`config.mk`:
```
export PLATFORM = sky130hd
export DESIGN_NAME = aiff_sample_normalizer
export DESIGN_NICKNAME = d
export VERILOG_FILES = /design/src/design/asn_pkg.sv /design/src/design/asn_decode.sv /design/src/design/asn_shift.sv /design/src/design/asn_round.sv /design/src/design/aiff_sample_normalizer.sv
export SDC_FILE = /design/constraint.sdc
export NUM_CORES = 1
export LEC_CHECK = 0
export BUFFER_PORTS_ARGS = -buffer_cell sky130_fd_sc_hd__buf_2
export CORE_AREA = 2 2 236 238
export DETAILED_ROUTE_END_ITERATION = 10
export DIE_AREA = 0 0 238 240
export PLACE_DENSITY = 0.51
export SETUP_SLACK_MARGIN = 0.2
export SKIP_LAST_GASP = 1
export SLEW_MARGIN = 15
export SYNTH_ARGS = -nofsm -noshare
export SYNTH_HDL_FRONTEND = slang
export SYNTH_HIERARCHICAL = 1
export SYNTH_SLANG_ARGS = --single-unit
```
`constraint.sdc`:
```
create_clock -name clk -period 5.6 [get_ports clk]
set_input_delay 1.68 -clock clk [delete_from_list [all_inputs] [get_ports clk]]
set_output_delay 1.68 -clock clk [all_outputs]
set_load 0.1 [all_outputs]
```
`src/design/asn_pkg.sv`:
```
package asn_pkg;

  // fixed-point scale: 2^FRAC_BITS stands for 1.0
  localparam int FRAC_BITS = 31;
  // widest significand: float64 with hidden bit
  localparam int MANT_W    = 53;
  // shift window: significand followed by FRAC_BITS zero bits
  localparam int WIN_W     = MANT_W + FRAC_BITS;
  // right-shift amount, saturating; anything past the window gives zero
  localparam int RS_W      = $clog2(WIN_W + 1);
  localparam int VALUE_W   = 33;
  localparam int EXP_W     = 13;

  typedef enum logic [1:0] {
    ENC_PCM_BE  = 2'd0,
    ENC_PCM_LE  = 2'd1,
    ENC_FLOAT32 = 2'd2,
    ENC_FLOAT64 = 2'd3
  } enc_t;

  typedef enum logic [1:0] {
    ST_OK          = 2'd0,
    ST_UNSUPPORTED = 2'd1,
    ST_NAN         = 2'd2
  } status_t;

  // configuration register indexes
  localparam logic CFG_ENCODING    = 1'b0;
  localparam logic CFG_SAMPLE_BITS = 1'b1;

  localparam enc_t       ENCODING_RESET    = ENC_PCM_BE;
  localparam logic [6:0] SAMPLE_BITS_RESET = 7'd16;

  // exponent bias plus fraction width
  localparam logic signed [EXP_W-1:0] F32_BIAS = 13'sd150;
  localparam logic signed [EXP_W-1:0] F64_BIAS = 13'sd1075;

  typedef struct packed {
    logic    valid;
    logic    neg;
    logic    sat;
    logic    zero;
    status_t status;
  } ctl_t;

endpackage

```
`src/design/asn_decode.sv`:
```
module asn_decode (
  input  logic                          clk,
  input  logic                          rst,
  input  logic                          start,
  input  logic [63:0]                   sample_bytes,
  input  asn_pkg::enc_t                 encoding,
  input  logic [6:0]                    sample_bits,
  output asn_pkg::ctl_t                 ctl,
  output logic [asn_pkg::MANT_W-1:0]    mant,
  output logic [asn_pkg::RS_W-1:0]      rshift
);

  localparam logic signed [asn_pkg::EXP_W-1:0] RS_MAX =
    asn_pkg::EXP_W'((1 << asn_pkg::RS_W) - 1);

  logic [7:0]                          b [8];
  logic                                is_int;
  logic                                is_f32;
  logic                                is_f64;
  logic signed [32:0]                  ival;
  logic [32:0]                         imag;
  logic [31:0]                         f32;
  logic [63:0]                         f64;
  logic                                fexp_max;
  logic                                fexp_zero;
  logic                                frac_nz;
  logic signed [asn_pkg::EXP_W-1:0]    rs_full;
  asn_pkg::ctl_t                       ctl_next;
  logic [asn_pkg::MANT_W-1:0]          mant_next;
  logic [asn_pkg::RS_W-1:0]            rshift_next;

  always_comb begin
    for (int k = 0; k < 8; k++) begin
      b[k] = sample_bytes[8*k +: 8];
    end
  end

  always_comb begin
    is_int    = 1'b0;
    is_f32    = 1'b0;
    is_f64    = 1'b0;
    ival      = '0;
    rs_full   = '0;
    ctl_next  = '0;
    mant_next = '0;
    ctl_next.valid  = start;
    ctl_next.status = asn_pkg::ST_OK;

    unique case (encoding)
      asn_pkg::ENC_PCM_BE: begin
        case (sample_bits)
          7'd8: begin
            is_int  = 1'b1;
            ival    = {{25{b[0][7]}}, b[0]};
            rs_full = 13'sd7;
          end
          7'd16: begin
            is_int  = 1'b1;
            ival    = {{17{b[0][7]}}, b[0], b[1]};
            rs_full = 13'sd15;
          end
          7'd24: begin
            is_int  = 1'b1;
            ival    = {{9{b[0][7]}}, b[0], b[1], b[2]};
            rs_full = 13'sd23;
          end
          7'd32: begin
            is_int  = 1'b1;
            ival    = {b[0][7], b[0], b[1], b[2], b[3]};
            rs_full = 13'sd31;
          end
          default: is_int = 1'b0;
        endcase
      end
      asn_pkg::ENC_PCM_LE: begin
        if (sample_bits == 7'd16) begin
          is_int  = 1'b1;
          ival    = {{17{b[1][7]}}, b[1], b[0]};
          rs_full = 13'sd15;
        end
      end
      asn_pkg::ENC_FLOAT32: is_f32 = (sample_bits == 7'd32);
      asn_pkg::ENC_FLOAT64: is_f64 = (sample_bits == 7'd64);
      default: is_int = 1'b0;
    endcase

    // float fields, first file byte most significant
    f32 = {b[0], b[1], b[2], b[3]};
    f64 = {b[0], b[1], b[2], b[3], b[4], b[5], b[6], b[7]};

    // pcm magnitude; the most negative code stays exact in 33 bits
    imag = ival[32] ? 33'(-ival) : 33'(ival);

    fexp_max  = 1'b0;
    fexp_zero = 1'b0;
    frac_nz   = 1'b0;

    if (is_int) begin
      ctl_next.neg = ival[32];
      mant_next    = asn_pkg::MANT_W'(imag);
    end else if (is_f32) begin
      fexp_max     = &f32[30:23];
      fexp_zero    = ~|f32[30:23];
      frac_nz      = |f32[22:0];
      ctl_next.neg = f32[31];
      mant_next    = asn_pkg::MANT_W'({~fexp_zero, f32[22:0]});
      rs_full      = fexp_zero ? asn_pkg::F32_BIAS - 13'sd1
                               : asn_pkg::F32_BIAS - $signed({5'b0, f32[30:23]});
    end else if (is_f64) begin
      fexp_max     = &f64[62:52];
      fexp_zero    = ~|f64[62:52];
      frac_nz      = |f64[51:0];
      ctl_next.neg = f64[63];
      mant_next    = asn_pkg::MANT_W'({~fexp_zero, f64[51:0]});
      rs_full      = fexp_zero ? asn_pkg::F64_BIAS - 13'sd1
                               : asn_pkg::F64_BIAS - $signed({2'b0, f64[62:52]});
    end else begin
      ctl_next.zero   = 1'b1;
      ctl_next.status = asn_pkg::ST_UNSUPPORTED;
    end

    // all-ones exponent: nan or infinity
    if (fexp_max) begin
      if (frac_nz) begin
        ctl_next.zero   = 1'b1;
        ctl_next.status = asn_pkg::ST_NAN;
      end else begin
        ctl_next.sat = 1'b1;
      end
    end

    // negative shift means a magnitude far above 1.0
    if (rs_full < 0) begin
      ctl_next.sat = 1'b1;
    end

    if (rs_full < 0) begin
      rshift_next = '0;
    end else if (rs_full > RS_MAX) begin
      rshift_next = '1;
    end else begin
      rshift_next = rs_full[asn_pkg::RS_W-1:0];
    end
  end

  always_ff @(posedge clk) begin
    if (rst) begin
      ctl <= '0;
    end else begin
      ctl <= ctl_next;
    end
    mant   <= mant_next;
    rshift <= rshift_next;
  end

endmodule

```
`src/design/asn_shift.sv`:
```
module asn_shift (
  input  logic                          clk,
  input  logic                          rst,
  input  asn_pkg::ctl_t                 ctl_in,
  input  logic [asn_pkg::MANT_W-1:0]    mant,
  input  logic [asn_pkg::RS_W-1:0]      rshift,
  output asn_pkg::ctl_t                 ctl,
  output logic [asn_pkg::WIN_W-1:0]     quot,
  output logic                          guard,
  output logic                          sticky
);

  localparam int EXT_W = 2 * asn_pkg::WIN_W;

  logic [EXT_W-1:0] ext;

  // window is mant * 2^FRAC_BITS; the lower half catches the shifted-out bits
  assign ext = {mant, {asn_pkg::FRAC_BITS{1'b0}}, {asn_pkg::WIN_W{1'b0}}} >> rshift;

  always_ff @(posedge clk) begin
    if (rst) begin
      ctl <= '0;
    end else begin
      ctl <= ctl_in;
    end
    quot   <= ext[EXT_W-1:asn_pkg::WIN_W];
    guard  <= ext[asn_pkg::WIN_W-1];
    sticky <= |ext[asn_pkg::WIN_W-2:0];
  end

endmodule

```
`src/design/asn_round.sv`:
```
module asn_round (
  input  logic                                clk,
  input  logic                                rst,
  input  asn_pkg::ctl_t                       ctl_in,
  input  logic [asn_pkg::WIN_W-1:0]           quot,
  input  logic                                guard,
  input  logic                                sticky,
  output logic                                done,
  output logic signed [asn_pkg::VALUE_W-1:0]  sample_value,
  output logic [1:0]                          status
);

  localparam int MAG_W = asn_pkg::FRAC_BITS + 2;
  localparam logic [MAG_W-1:0] LIM = {2'b01, {asn_pkg::FRAC_BITS{1'b0}}};

  logic                                hi_over;
  logic                                inc;
  logic [MAG_W-1:0]                    rounded;
  logic [MAG_W-1:0]                    mag;
  logic [asn_pkg::VALUE_W-1:0]         umag;
  logic signed [asn_pkg::VALUE_W-1:0]  value_next;

  always_comb begin
    hi_over = |quot[asn_pkg::WIN_W-1:asn_pkg::FRAC_BITS+1];
    // round half to even
    inc     = guard & (sticky | quot[0]);
    rounded = {1'b0, quot[asn_pkg::FRAC_BITS:0]} + MAG_W'(inc);

    if (ctl_in.zero) begin
      mag = '0;
    end else if (ctl_in.sat || hi_over || rounded > LIM) begin
      mag = LIM;
    end else begin
      mag = rounded;
    end

    umag       = asn_pkg::VALUE_W'(mag);
    value_next = ctl_in.neg ? $signed(-umag) : $signed(umag);
  end

  always_ff @(posedge clk) begin
    if (rst) begin
      done <= 1'b0;
    end else begin
      done <= ctl_in.valid;
    end
    sample_value <= value_next;
    status       <= ctl_in.status;
  end

endmodule

```
`src/design/aiff_sample_normalizer.sv`:
```
// channel   direction  ports                                   handshake
// -------   ---------  -----                                   ---------
// sample    in         sample_bytes                            start & !busy
// result    out        sample_value, status                    done, one cycle
// config    in         cfg_index, cfg_data                     cfg_we
//
// one word enters per cycle; decode, shift and round each register it in turn
// and done rises with the registered result; the rate is one word per clock
// busy never rises: every stage moves each cycle and the receiver cannot stall
// rst clears the stage valid bits and restores encoding and sample_bits
module aiff_sample_normalizer (
  input  logic                                clk,
  input  logic                                rst,
  input  logic                                start,
  output logic                                busy,
  input  logic [63:0]                         sample_bytes,
  output logic                                done,
  output logic signed [asn_pkg::VALUE_W-1:0]  sample_value,
  output logic [1:0]                          status,
  input  logic                                cfg_we,
  input  logic                                cfg_index,
  input  logic [6:0]                          cfg_data
);

  // configuration registers
  asn_pkg::enc_t                    encoding;
  logic [6:0]                       sample_bits;

  // decode -> shift
  asn_pkg::ctl_t                    dec_ctl;
  logic [asn_pkg::MANT_W-1:0]       dec_mant;
  logic [asn_pkg::RS_W-1:0]         dec_rshift;

  // shift -> round
  asn_pkg::ctl_t                    shf_ctl;
  logic [asn_pkg::WIN_W-1:0]        shf_quot;
  logic                             shf_guard;
  logic                             shf_sticky;

  // the pipeline never holds a word back
  assign busy = 1'b0;

  always_ff @(posedge clk) begin
    if (rst) begin
      encoding    <= asn_pkg::ENCODING_RESET;
      sample_bits <= asn_pkg::SAMPLE_BITS_RESET;
    end else if (cfg_we) begin
      unique case (cfg_index)
        asn_pkg::CFG_ENCODING:    encoding    <= asn_pkg::enc_t'(cfg_data[1:0]);
        asn_pkg::CFG_SAMPLE_BITS: sample_bits <= cfg_data;
        default:                  sample_bits <= sample_bits;
      endcase
    end
  end

  // stage 1: pick the format, gather bytes, split sign / significand / shift
  asn_decode u_decode (
    .clk          (clk),
    .rst          (rst),
    .start        (start & ~busy),
    .sample_bytes (sample_bytes),
    .encoding     (encoding),
    .sample_bits  (sample_bits),
    .ctl          (dec_ctl),
    .mant         (dec_mant),
    .rshift       (dec_rshift)
  );

  // stage 2: align the significand to the fixed-point grid, keep guard and sticky
  asn_shift u_shift (
    .clk    (clk),
    .rst    (rst),
    .ctl_in (dec_ctl),
    .mant   (dec_mant),
    .rshift (dec_rshift),
    .ctl    (shf_ctl),
    .quot   (shf_quot),
    .guard  (shf_guard),
    .sticky (shf_sticky)
  );

  // stage 3: round to nearest even, clamp to +-1.0, apply sign
  asn_round u_round (
    .clk          (clk),
    .rst          (rst),
    .ctl_in       (shf_ctl),
    .quot         (shf_quot),
    .guard        (shf_guard),
    .sticky       (shf_sticky),
    .done         (done),
    .sample_value (sample_value),
    .status       (status)
  );

endmodule

```
Yosys cells after proc, flatten, opt, wreduce, memory -nomap -nowiden
Index checks and enable logic that the tools add are counted.
{ "classes": {"reduce_logical": 15, "shift": 1, "muxes": 40, "addsub": 5, "order_cmp": 3, "bitwise_logic": 4, "n_eq_ne": 8} }
{ "op_table": {"columns": ["cell", "n"], "rows": [
  ["$mux W33", 8],
  ["$shr A168 B7 Y168", 1],
  ["$pmux W33 S4", 1],
  ["$reduce_or A52 Y1", 2],
  ["$reduce_or A83 Y1", 1],
  ["$neg A33 Y33", 2],
  ["$pmux W33 S2", 1],
  ["$mux W13", 5],
  ["$add A32 B1 Y33", 1],
  ["$gt A33 B32 Y1 const B", 1],
  ["$pmux W13 S2", 1],
  ["$reduce_or A23 Y1", 1],
  ["$pmux W5 S4", 1],
  ["$mux W1", 15],
  ["$eq A7 B5 Y1 const B", 2],
  ["$gt A13 B8 Y1 const B", 1],
  ["$lt A13 B1 Y1 const B", 1],
  ["$mux W3", 4],
  ["$sub A11 B11 Y12 const A", 1],
  ["$reduce_and A11 Y1", 1],
  ["$reduce_or A11 Y1", 1],
  ["$sub A8 B8 Y9 const A", 1],
  ["$mux W4", 2],
  ["$reduce_and A8 Y1", 1],
  ["16 further kinds", 20]
]} }
{ "word_totals": {"wordCells": 97, "ff_bits": 203, "output_inout_bits": 37, "inputBits": 76} }

Logic depth before layout (Yosys ltp)
Gate-level depths: netlist of the first run.
{ "depth": {"depth_word": 9, "depth_mapped": 21, "ltp_nobuf": 18} }

Hierarchy
The synthesis of the first run kept the hierarchy.
{ "modules_own_cells": {"columns": ["mod", "n_inst", "area_per_inst_um2", "seq_area_each_um2", "cells_per_inst"], "rows": [
  ["asn_shift", 1, 7785.0, 1841.8, 793],
  ["asn_decode", 1, 4862.2, 1321.3, 627],
  ["asn_round", 1, 3098.0, 720.7, 422],
  ["aiff_sample_normalizer", 1, 407.9, 180.2, 41]
]} }

Worst setup path after synthesis of the first run
Ideal clock, no wire load.
{ "synth_path": {"path_kind": "reg-to-reg", "from": "register u_shift/quot[0] (netlist bit)", "to": "register u_round/sample_value[28] (netlist bit)", "period_less_slack_ps": 4740, "required_ps": 5486, "path_stages_with_launch": 22, "setup_ps": 114, "setup_slack_ps": 860, "n_path_buf": 3, "arrival_time_ps": 4626, "cell_sequence": "dfxtp_1 -> o21a_1 -> ha_1 -> ha_1 -> buf_2 -> nand4_1 -> or4_1 -> clkbuf_1 -> nor3_1 -> a31o_2 -> or2_2 -> or2_2 -> o31ai_2 -> clkbuf_1 -> nand2_1 -> ha_1 -> nand2_1 -> nor2_1 -> o2111ai_1 -> o31ai_1 -> xnor2_1 -> a21o_1"} }
{ "synth_between": {"elab_chain_cells": 9} }
{ "synth_lines": {"columns": ["element", "line_no", "source"], "rows": [
  ["from (decl)", "asn_shift.sv:8", "output logic [asn_pkg::WIN_W-1:0] quot,"],
  ["from (signal assigned)", "asn_shift.sv:26", "quot <= ext[EXT_W-1:asn_pkg::WIN_W];"],
  ["$or A1 B1 Y1", "asn_round.sv:26", "inc = guard & (sticky | quot[0]);"],
  ["$and A1 B1 Y1", "asn_round.sv:26", null],
  ["$add A32 B1 Y33 *", "asn_round.sv:27", "rounded = {1'b0, quot[asn_pkg::FRAC_BITS:0]} + MAG_W'(inc);"],
  ["$gt A33 B32 Y1", "asn_round.sv:31", "end else if (ctl_in.sat || hi_over || rounded > LIM) begin"],
  ["$logic_or A1 B1 Y1", "asn_round.sv:31", null],
  ["$mux W33 *", "asn_round.sv:31", null],
  ["$mux W33 *", "asn_round.sv:29", "if (ctl_in.zero) begin"],
  ["$neg A33 Y33", "asn_round.sv:38", "value_next = ctl_in.neg ? $signed(-umag) : $signed(umag);"],
  ["$mux W33 *", "asn_round.sv:38", null],
  ["named net u_round.value_next (one bit)", "asn_round.sv:21", "logic signed [asn_pkg::VALUE_W-1:0] value_next;"],
  ["to (signal assigned)", "asn_round.sv:47", "sample_value <= value_next;"],
  ["to (decl)", "asn_round.sv:9", "output logic signed [asn_pkg::VALUE_W-1:0] sample_value,"]
]} }
Mark *: on every way through the listed nets, which the timed path passes. The rest lies on a longest branch.
A chain may end at the register's enable or synchronous reset.

Worst setup path in the final report of the first run
Ends and elaborated chain as after synthesis.

==> results by group, run 1 <==
Worst setup path
  • Required @ worst endpoint: roughly 6.1 ns
  • Max stage delay on crit path: approximately 0.76 ns
  • Number of buffer and inverter instances along the worst setup path: 1
  • Maximum net fanout on the critical path: 21
  • Critical Path End Type: register
  • WS Path Type: reg2reg
  • Crit path cell chain: o21a_1, ha_1, ha_1, nand4_1, or4_1, o21ai_0, mux2i_1, a22oi_1, a21o_1, o31ai_2, buf_4, nand2_1, ha_2, nand2_1, nor2_2, o2111ai_1, o31ai_1, xnor2_1, a21o_1
  • Slowest stage cell, crit path: sky130_fd_sc_hd__or4_1
  • CP Launch Type: register
  • Kind of cell adding the most delay to the critical path: compound AO/OA/AOI/OAI gates
  • Arrival @ worst endpoint: around 5.5 ns

Clocking
  • Clock slew at the register clock pins of the worst setup and hold paths: about 0.06 ns
  • Number of buffers created by CTS: 24
  • Count of H-tree levels built during CTS: 1
  • Clk Tree Root Cell: sky130_fd_sc_hd__clkbuf_16
  • Max Buffers Root-to-Sink: 3
  • Later-pin clock latency in the skew report: 0.56 ns
  • CTS tree: done
  • Sink count of the clock tree: approximately 200
  • Post-CTS Repair Setup Buffers: 0

Drt
  • Residual DRC: 0
  • Total Routed Length: ~66000 µm
  • Vias per cell: 6.11
  • Number of DRC violations after detailed-routing iteration 0: 1999
  • Remaining antenna violation count: 0
  • Via count: about 16000
  • First drt pass iteration count: 7
  • Detailed-route wire length per cell: 24.9 µm

Placed design
  • Setup slack at placement: approximately 0.4 ns
  • Placer congestion estimate: about 1
  • IO buf count: roughly 110
  • Placed wire-length estimate: slightly above 50000 µm

Finish
  • Post-layout net count: approximately 2000
  • Share of post-route cells with drive strength above 1: 0.209
  • Relative area change from synthesis to final layout: 11.7%
  • Final core utilization: 0.330

Synthesis
  • Flops & latches, synth: ~200
  • Post-synth cell types: roughly 100
  • Synthesized area: around 16000 µm²
  • Share of synthesized registers carrying an async set or reset: 0
  • Largest cells by area after synthesis: sky130_fd_sc_hd__dfxtp_1 (25%), sky130_fd_sc_hd__mux4_2 (13%), sky130_fd_sc_hd__mux2i_1 (4.4%), sky130_fd_sc_hd__nor2_1 (4.1%), sky130_fd_sc_hd__nand2_1 (3.5%)
  • Post-Synthesis Mean Instance Area: ~8.6 µm²
  • Fraction of the yosys area taken by sequential cells: 0.252
  • Warning count from the yosys run: 6
  • Most area-hungry cell type in the Yosys netlist: sky130_fd_sc_hd__dfxtp_1
  • Syn nets: 1966
  • Top_reg_cell synth: sky130_fd_sc_hd__dfxtp_1
  • Mapped Cells: 1883
  • Number of enable-type register cells in the synthesized netlist: 0
  • Share of Yosys cell area claimed by the top area cell type: 0.252

Timing
  • Unrepaired setup endpoints after global routing: false
  • Clock period minus worst slack: 5.05 ns
  • Total negative slack: 0 ns
  • Number of failing setup endpoints in the final timing report: 0
  • Maximum clock frequency: between 150 and 200 MHz
  • Portion of the clock cycle consumed by the worst path in the final layout: 0.902
  • Final hold violation count: 0
  • Worst setup margin: about 0.55 ns
  • Worst clock skew: 0.0381 ns
  • Worst slew margin: 0.280
  • Worst hold-check slack: roughly 0.33 ns
  • Fin. max-slew vios: 0
  • Pin slew with the least headroom to its limit: about 1.1 ns

Pwr
  • Leakage Power: approximately 7 nW
  • Max IR drop VDD: approximately 210 µV
  • Power density cells: approximately 330 nW/µm²

Global route
  • Aggregate global-route resource usage: 0.222
  • Aggregate global routing overflow: 0
  • Pin count of the biggest net entering global routing: 68
  • Initial antenna violation count: 1
  • Global-route wire length before repair: ~98000 µm
  • Number of global-route vias before repair: approximately 15000

Floorplan
  • Effective utilization at floorplan: 0.296
  • Die H: between 200 and 250 µm
  • Die area: roughly 57000 µm²
  • Die width: between 200 and 250 µm
  • Num ports: approximately 110
  • Placeable core region: between 50000 and 60000 µm²
  • Row count: 86

Status
  • Outcome: finished, final reports clean

Job
  • Max-cap viol count: 0

Min path
  • Hold Crit Class: reg2reg
==> registers in the layout (all words and copies together), names as in the netlist <==
signal,cells
u_decode/ctl,6
u_shift/sticky,1
u_shift/ctl,6
u_decode/rshift,7
encoding,2
u_shift/quot,84
sample_bits,7
u_shift/guard,1
u_round/done,1
u_decode/mant,53
u_round/sample_value,33
u_round/status,2
==> cells in the mapped netlist (all sizes together) (32+ instances only) <==
cell type / number
xnor2: 45
mux2: 57
o21ai: 83
o22ai: 32
nor2: 177
nor4: 47
nand2: 149
a22oi: 55
nand3: 62
and3: 34
buf: 67
nand4: 33
mux4: 91
clkbuf: 93
nor3: 42
a21oi: 93
dfxtp: 203
mux2i: 71
and2: 42
==> per-layer routing <==
| metal | global-route usage | part of all wire |
|---|---|---|
| met1 | 0.291 | 0.41 |
| met2 | 0.368 | 0.46 |
| met3 | 0.0320 | 0.076 |
| met4 | 0.0907 | 0.045 |
| met5 | 0 | 0 |
==> layout by cell type, fill, tap and decap left out, drive strengths merged, types with 55 or more instances in the layout <==
master  Yosys  final
dfxtp     203    203
nor2      177    177
buf        67    159
nand2     149    149
a21oi      93     93
mux4       91     91
o21ai      83     83
mux2i      71     71
nand3      62     62
mux2       57     57
a22oi      55     55
==> worst register-to-register path, cell delays in order, from the launching register on <==
cell and delay (ns):
sky130_fd_sc_hd__dfxtp_1 0.33, sky130_fd_sc_hd__o21a_1 0.12, sky130_fd_sc_hd__ha_1 0.27, sky130_fd_sc_hd__ha_1 0.36
sky130_fd_sc_hd__nand4_1 0.17, sky130_fd_sc_hd__or4_1 0.76, sky130_fd_sc_hd__o21ai_0 0.25, sky130_fd_sc_hd__mux2i_1 0.10
sky130_fd_sc_hd__a22oi_1 0.36, sky130_fd_sc_hd__a21o_1 0.20, sky130_fd_sc_hd__o31ai_2 0.07, sky130_fd_sc_hd__buf_4 0.20
sky130_fd_sc_hd__nand2_1 0.14, sky130_fd_sc_hd__ha_2 0.35, sky130_fd_sc_hd__nand2_1 0.12, sky130_fd_sc_hd__nor2_2 0.26
sky130_fd_sc_hd__o2111ai_1 0.27, sky130_fd_sc_hd__o31ai_1 0.34, sky130_fd_sc_hd__xnor2_1 0.10, sky130_fd_sc_hd__a21o_1 0.18
==> worst paths after layout <==
check	startpoint	end	slack, ns	cells after the start
setup / recovery	u_shift/quot[0]	u_round/sample_value[28]	0.55	19
hold / removal	u_shift/ctl[1]	u_round/status[1]	0.33	0
setup reg to reg	u_shift/quot[0]	u_round/sample_value[28]	0.55	19
hold reg to reg	u_shift/ctl[1]	u_round/status[1]	0.33	0
==> power breakdown <==
group	leakage, nW	internal [mW]	switching [mW]
Clock	0.402	0.935	0.633
Sequential	1.66	1.64	0.243
Combinational	4.76	1.04	1.52
Total	6.82	3.62	2.40
==> area by class of cell <==
cell class / count / area, µm²
fillers: 5752 / 36600
clock inverters: 14 / 141
flip-flops and latches: 203 / 4070
inverters: 28 / 105
clock buffers: 30 / 663
repair buffers: 159 / 928
well taps: 704 / 881
multi-input cells: 1492 / 11200
diodes: 1 / 2.50
==> kinds of logic after synthesis <==
group,after synthesis,share of synthesized area
fa+ha+maj,7,0.00542
buf+inv,188,0.0534
xor+xnor,71,0.0385
simple gates,719,0.234
mux,219,0.211
flops,203,0.252
compound gates,475,0.206
other cells,1,0.000232
==> stage by stage <==
stage,std cells,instance area (µm²),power [mW]
CTS,2630,18000,6.00
floorplan,1883,16200,3.60
finish,2631,18000,6.02
detailed placement,2586,17200,4.40
global placement,2586,17200,4.41
global route,2630,18000,6.28
==> what timing repair did <==
item,CTS,global route
endpoints found under the setup margin,0,9
hold buffers,0,0
endpoints found under the hold margin,0,0
resized for setup,0,3
Power figures use the tool's default switching activity.
==> run 2, diff against run 1 <==
Settings changed: CORE_AREA 2 2 236 238 to 2 2 165 167, DIE_AREA 0 0 238 240 to 0 0 167 169, PLACE_DENSITY 0.51 to 0.87.
==> results by group, run 2 (synthesized netlist as in run 1, its figures left out) <==
Worst setup path
  • Required @ worst endpoint: roughly 6.0 ns
  • CP Launch Type: register
  • Critical Path End Type: register
  • WS Path Type: reg2reg
  • Maximum net fanout on the critical path: 11
  • Arrival @ worst endpoint: approximately 5.4 ns

Drt
  • Residual DRC: 0
  • Total Routed Length: between 60000 and 70000 µm
  • Detailed-route wire length per cell: 27.7 µm
  • First drt pass iteration count: 8
  • Remaining antenna violation count: 0
  • Via count: 16690
  • Vias per cell: between 7 and 8
  • Number of DRC violations after detailed-routing iteration 0: around 2700

Timing
  • Pin slew with the least headroom to its limit: between 1 and 1.5 ns
  • Worst clock skew: between 0.02 and 0.025 ns
  • Final hold violation count: 0
  • Total negative slack: 0 ns
  • Number of failing setup endpoints in the final timing report: 0
  • Fin. max-slew vios: 0
  • Worst slew margin: 0.252
  • Unrepaired setup endpoints after global routing: false
  • Maximum clock frequency: approximately 200 MHz
  • Clock period minus worst slack: around 5 ns
  • Portion of the clock cycle consumed by the worst path in the final layout: 0.883

Clocking
  • Total of hold buffers inserted after clock tree synthesis: 0
  • Number of buffers created by CTS: 22
  • Post-CTS Repair Setup Buffers: 0
  • Max Buffers Root-to-Sink: 3
  • Clk Tree Root Cell: sky130_fd_sc_hd__clkbuf_16
  • Count of H-tree levels built during CTS: 1
  • CTS tree: done
  • Later-pin clock latency in the skew report: roughly 0.52 ns
  • Count of instances resized after the clock tree is built: 0
  • Clock slew at the register clock pins of the worst setup and hold paths: around 0.060 ns
  • Sink count of the clock tree: 203

Finish
  • Leading cell type in the layout, fill and taps excluded: sky130_fd_sc_hd__dfxtp_1
  • Most flop-heavy register: u_shift/quot
  • Number of flip-flops under the largest register name: 84
  • Commonest non-fill, non-tap cells in the layout: sky130_fd_sc_hd__dfxtp_1 (197), sky130_fd_sc_hd__nor2_1 (176), sky130_fd_sc_hd__nand2_1 (149), sky130_fd_sc_hd__buf_2 (111), sky130_fd_sc_hd__a21oi_1 (92)
  • Relative area change from synthesis to final layout: 8.51%
  • Inserted Diodes: 0
  • Post-layout net count: a little under 2000
  • Share of post-route cells with drive strength above 1: 0.207
  • Registers with the most flip-flops: u_shift/quot (84), u_decode/mant (53), u_round/sample_value (33)

Floorplan
  • Die H: between 150 and 200 µm
  • Row count: 60
  • Effective utilization at floorplan: 0.610
  • Die width: around 170 µm
  • Die area: about 28000 µm²
  • Placeable core region: approximately 27000 µm²
  • Num ports: about 110

Global route
  • Aggregate global routing overflow: 0
  • Initial antenna violation count: 1
  • Aggregate global-route resource usage: 0.432
  • Number of global-route vias before repair: 15752
  • Pin count of the biggest net entering global routing: 66
  • Global-route wire length before repair: 95000 µm

Min path
  • Hold Crit Class: reg2reg

Status
  • Outcome: finished, final reports clean

Pwr
  • Pwr Total: approximately 6 mW
  • Max IR drop VDD: around 400 µV
  • Power density cells: between 300 and 400 nW/µm²
  • Leakage Power: between 6 and 7 nW

Placed design
  • Placer congestion estimate: between 1 and 1.5
  • IO buf count: approximately 110
  • Placed wire-length estimate: around 47000 µm

Job
  • Max-cap viol count: 0
-- run 2: cell types whose count changed in the layout (fill, tap and decap cells not counted), sizes merged --
cell / previous run / this run
diode: 1 / 0
buf: 159 / 157
clkinv: 12 / 8
clkbuf: 30 / 27
bufinv: 2 / 3
inv: 27 / 28
clkinvlp: 1 / 2
-- run 2: report_power, final --
| group | switching (mW) | internal, mW | leakage (nW) |
|---|---|---|---|
| clock | 0.605 | 0.886 | 0.362 |
| sequential | 0.271 | 1.64 | 1.66 |
| combinational | 1.53 | 1.05 | 4.75 |
| total | 2.40 | 3.57 | 6.77 |
-- run 2: routing by layer --
layer	track usage	share of wire
met4	0.285	0.079
met3	0.100	0.11
met1	0.528	0.36
met2	0.686	0.44
met5	0	0
-- run 2: worst max-delay path: stages (launching register included) --
cell and delay (ns):
sky130_fd_sc_hd__dfxtp_1 0.34, sky130_fd_sc_hd__o21a_1 0.12, sky130_fd_sc_hd__ha_1 0.27, sky130_fd_sc_hd__ha_1 0.35
sky130_fd_sc_hd__nand4_1 0.18, sky130_fd_sc_hd__or4_1 0.74, sky130_fd_sc_hd__nor3_1 0.25, sky130_fd_sc_hd__buf_4 0.21
sky130_fd_sc_hd__a31o_2 0.18, sky130_fd_sc_hd__or2_2 0.15, sky130_fd_sc_hd__or2_2 0.16, sky130_fd_sc_hd__o31ai_4 0.14
sky130_fd_sc_hd__nand2_1 0.14, sky130_fd_sc_hd__ha_2 0.34, sky130_fd_sc_hd__nand2_1 0.11, sky130_fd_sc_hd__nor2_2 0.25
sky130_fd_sc_hd__o2111ai_1 0.26, sky130_fd_sc_hd__o31ai_1 0.35, sky130_fd_sc_hd__xnor2_1 0.10, sky130_fd_sc_hd__a21o_1 0.18
-- run 2: cell type report --
| cell class | count | area, µm² |
|---|---|---|
| Fill cell | 2214 | 8970 |
| Tap cell | 341 | 427 |
| Clock inverter | 13 | 171 |
| Sequential cell | 203 | 4070 |
| Clock buffer | 27 | 579 |
| Timing Repair Buffer | 157 | 901 |
| Multi-Input combinational cell | 1492 | 11300 |
| Inverter | 28 | 105 |
-- run 2: worst paths after layout --
path                    from                       end  slack, ns  cells after the start
min reg2reg   u_shift/ctl[1]         u_round/status[1]       0.33                      0
max          u_shift/quot[0]  u_round/sample_value[28]       0.66                     19
max reg2reg  u_shift/quot[0]  u_round/sample_value[28]       0.66                     19
min           u_shift/ctl[1]         u_round/status[1]       0.33                      0
-- run 2: metrics by stage --
stage	utilization	hold WS [ns]	setup WS (ns)	instance area, µm²	instances
6_report	0.661	0.333	0.657	17500	2261
4_1_cts	0.661	0.334	0.266	17500	2261
3_5_place_dp	0.632	0.320	0.348	16800	2221
5_1_grt	0.661	0.338	0.294	17500	2261
3_3_place_gp	0.632	0.311	0.509	16800	2221
2_1_floorplan	-	0.310	0.860	16200	1883
==> run 3, diff against run 2 <==
Settings changed: CELL_PAD_IN_SITES_DETAIL_PLACEMENT set to 0, CELL_PAD_IN_SITES_GLOBAL_PLACEMENT set to 2, CORE_AREA 2 2 165 167 to 2 2 210 212, CTS_BUF_LIST set to sky130_fd_sc_hd__clkbuf_16, DIE_AREA 0 0 167 169 to 0 0 212 214, PLACE_DENSITY 0.87 to 0.86.
==> results by group, run 3 (synthesized netlist as in run 1, its figures left out) <==
Status
  • Outcome: finished, final reports clean

Floorplan
  • Placeable core region: about 43000 µm²
  • Die H: around 210 µm
  • Die area: 45400 µm²
  • Row count: 76
  • Effective utilization at floorplan: 0.377
  • Num ports: 113
  • Die width: about 210 µm

Drt
  • Top Metal Used: met4
  • Detailed-route wire length per cell: 25.2 µm
  • Number of DRC violations after detailed-routing iteration 0: just over 2000
  • Remaining antenna violation count: 0
  • Total Routed Length: 63200 µm
  • First drt pass iteration count: 6
  • Met3 wire length: between 5000 and 6000 µm
  • Met1 routed wirelength after detailed routing: 26200 µm
  • Routed length on met2: 28600 µm
  • Via count: between 15000 and 20000
  • Residual DRC: 0
  • Vias per cell: between 6 and 7

Timing
  • Maximum clock frequency: a little over 200 MHz
  • Worst hold-check slack: ~0.33 ns
  • Worst setup margin: around 0.76 ns
  • Worst slew margin: 0.330
  • Portion of the clock cycle consumed by the worst path in the final layout: 0.864
  • Pin slew with the least headroom to its limit: 1.00 ns
  • Fin. max-slew vios: 0
  • Number of failing setup endpoints in the final timing report: 0
  • Clock period minus worst slack: 4.84 ns
  • Unrepaired setup endpoints after global routing: false
  • Total negative slack: 0 ns
  • Final hold violation count: 0
  • Worst clock skew: ~0.028 ns

Placed design
  • IO buf count: approximately 110
  • Placed wire-length estimate: 48300 µm
  • Setup slack at placement: approximately 0.64 ns
  • Placed standard-cell area: 17000 µm²
  • Placer congestion estimate: 1.04
  • Number of cells after detailed placement: between 2000 and 2500

Worst setup path
  • Kind of cell adding the most delay to the critical path: compound AO/OA/AOI/OAI gates
  • WS Path Type: reg2reg
  • Arrival @ worst endpoint: ~5.3 ns
  • Max stage delay on crit path: ~0.70 ns
  • Destination of the worst register-to-register timing path: u_round/sample_value[28]
  • Reg-to-Reg Start: u_shift/quot[0]
  • Maximum net fanout on the critical path: 21
  • Worst reg2reg setup slack: approximately 0.76 ns
  • Number of buffer and inverter instances along the worst setup path: 2
  • Length in cells of the worst reg-to-reg path: 19
  • Required @ worst endpoint: 6.05 ns
  • Critical Path End Type: register
  • CP Launch Type: register
  • Crit path cell chain: o21a_1, ha_1, ha_1, nand4_1, buf_4, or4_1, o211ai_1, a21boi_1, o211ai_4, o31ai_2, buf_4, nand2_1, ha_1, nand2_1, nor2_2, o2111ai_1, o31ai_1, xnor2_1, a21o_1
  • CP dominant cell by count: sky130_fd_sc_hd__ha_1
  • Slowest stage cell, crit path: sky130_fd_sc_hd__or4_1
  • Stages on worst setup path: 19

Finish
  • Area used by sequential logic in the layout: 4070 µm²
  • Number of flip-flops under the largest register name: 84
  • Fillcell total: 4370
  • Commonest non-fill, non-tap cells in the layout: sky130_fd_sc_hd__dfxtp_1 (197), sky130_fd_sc_hd__nor2_1 (176), sky130_fd_sc_hd__nand2_1 (149), sky130_fd_sc_hd__buf_2 (111), sky130_fd_sc_hd__a21oi_1 (92)
  • Relative area change from synthesis to final layout: 11.1%
  • Finished layout cell area: ~18000 µm²
  • Multi-input gate area: around 11000 µm²
  • Final core utilization: 0.418
  • Post-layout net count: approximately 2000
  • Most flop-heavy register: u_shift/quot
  • Share of post-route cells with drive strength above 1: 0.208
  • Registers with the most flip-flops: u_shift/quot (84), u_decode/mant (53), u_round/sample_value (33)
  • Final standard cell count with taps included and fillers excluded: 2509
  • Inserted Diodes: 0
  • Leading cell type in the layout, fill and taps excluded: sky130_fd_sc_hd__dfxtp_1

Pwr
  • Max IR drop VDD: roughly 170 µV
  • Pwr Total: slightly above 6 mW
  • Design internal power: roughly 3.8 mW
  • Clock power frac: 0.285
  • NetSw: ~2.4 mW
  • Sequential group share of total power: 0.306
  • Combinational fraction of design power: 0.409
  • Switching share of power: 0.389
  • Power density cells: about 340 nW/µm²
  • Leakage Power: around 7 nW

Clocking
  • Count of H-tree levels built during CTS: 1
  • Clk Tree Root Cell: sky130_fd_sc_hd__clkbuf_16
  • Number of buffers created by CTS: 25
  • Post-CTS Repair Setup Buffers: 0
  • CTS tree: done
  • Max Buffers Root-to-Sink: 3
  • Clock slew at the register clock pins of the worst setup and hold paths: around 0.060 ns
  • Later-pin clock latency in the skew report: approximately 0.55 ns
  • Sink count of the clock tree: approximately 200

Global route
  • Aggregate global routing overflow: 0
  • Number of global-route vias before repair: between 15000 and 20000
  • Global-route wire length before repair: between 90000 and 100000 µm
  • Pin count of the biggest net entering global routing: slightly below 70
  • Aggregate global-route resource usage: 0.273
  • Initial antenna violation count: 0

Job
  • Max-cap viol count: 0

Min path
  • Hold Path Sink: u_round/status[1]
  • Hold Crit Class: reg2reg
  • Number of cells on the worst hold path: 0
  • Min-delay src: u_shift/ctl[1]
[run 3: changes by cell type in the layout (fill, tap and decap cells not counted), moves of 2 or more]
| cell | delta |
|---|---|
| sky130_fd_sc_hd__buf_4 | -2 |
| sky130_fd_sc_hd__clkinv_2 | +4 |
| sky130_fd_sc_hd__clkinv_4 | -2 |
| sky130_fd_sc_hd__inv_6 | +2 |
| sky130_fd_sc_hd__clkbuf_16 | +3 |
| sky130_fd_sc_hd__clkbuf_1 | -4 |
| sky130_fd_sc_hd__bufinv_16 | +3 |
[run 3: timing repair]
action | CTS | global route
setup endpoints to repair | 0 | 4
gates resized for setup | 0 | 2
hold buffers | 0 | 0
[run 3: cell type report]
class	count	share of cell area
clock buffer	25	0.0349
clock inverter	21	0.0154
inverter	28	0.00586
multi-input combinational	1492	0.627
sequential	203	0.227
tap	585	0.0408
timing repair buffer	155	0.0494
[run 3: layer usage]
layer  GRT usage  vias to the layer above
li1            -                     7203
met1       0.364                     7779
met2       0.437                      916
met3      0.0383                      170
met4       0.128                        0
met5           0                        -
[run 3: worst max-delay path by stage]
stage,start,end
6_report,u_shift/quot[0],u_round/sample_value[28]
5_1_grt,u_shift/quot[0],u_round/sample_value[28]
4_1_cts,u_shift/quot[0],u_round/sample_value[28]
3_5_place_dp,u_shift/quot[0],u_round/sample_value[28]
3_3_place_gp,u_shift/quot[0],u_round/sample_value[28]
2_1_floorplan,u_shift/quot[0],u_round/sample_value[28]
[run 3: power by group through the flow]
stage | sequential, mW | clock [mW] | combinational [mW]
after floorplan | 1.77 | 0 | 1.83
after global placement | 1.91 | 0 | 2.44
after detailed placement | 1.92 | 0 | 2.43
after CTS | 1.89 | 1.80 | 2.45
after global routing | 1.92 | 1.86 | 2.65
final | 1.89 | 1.76 | 2.52
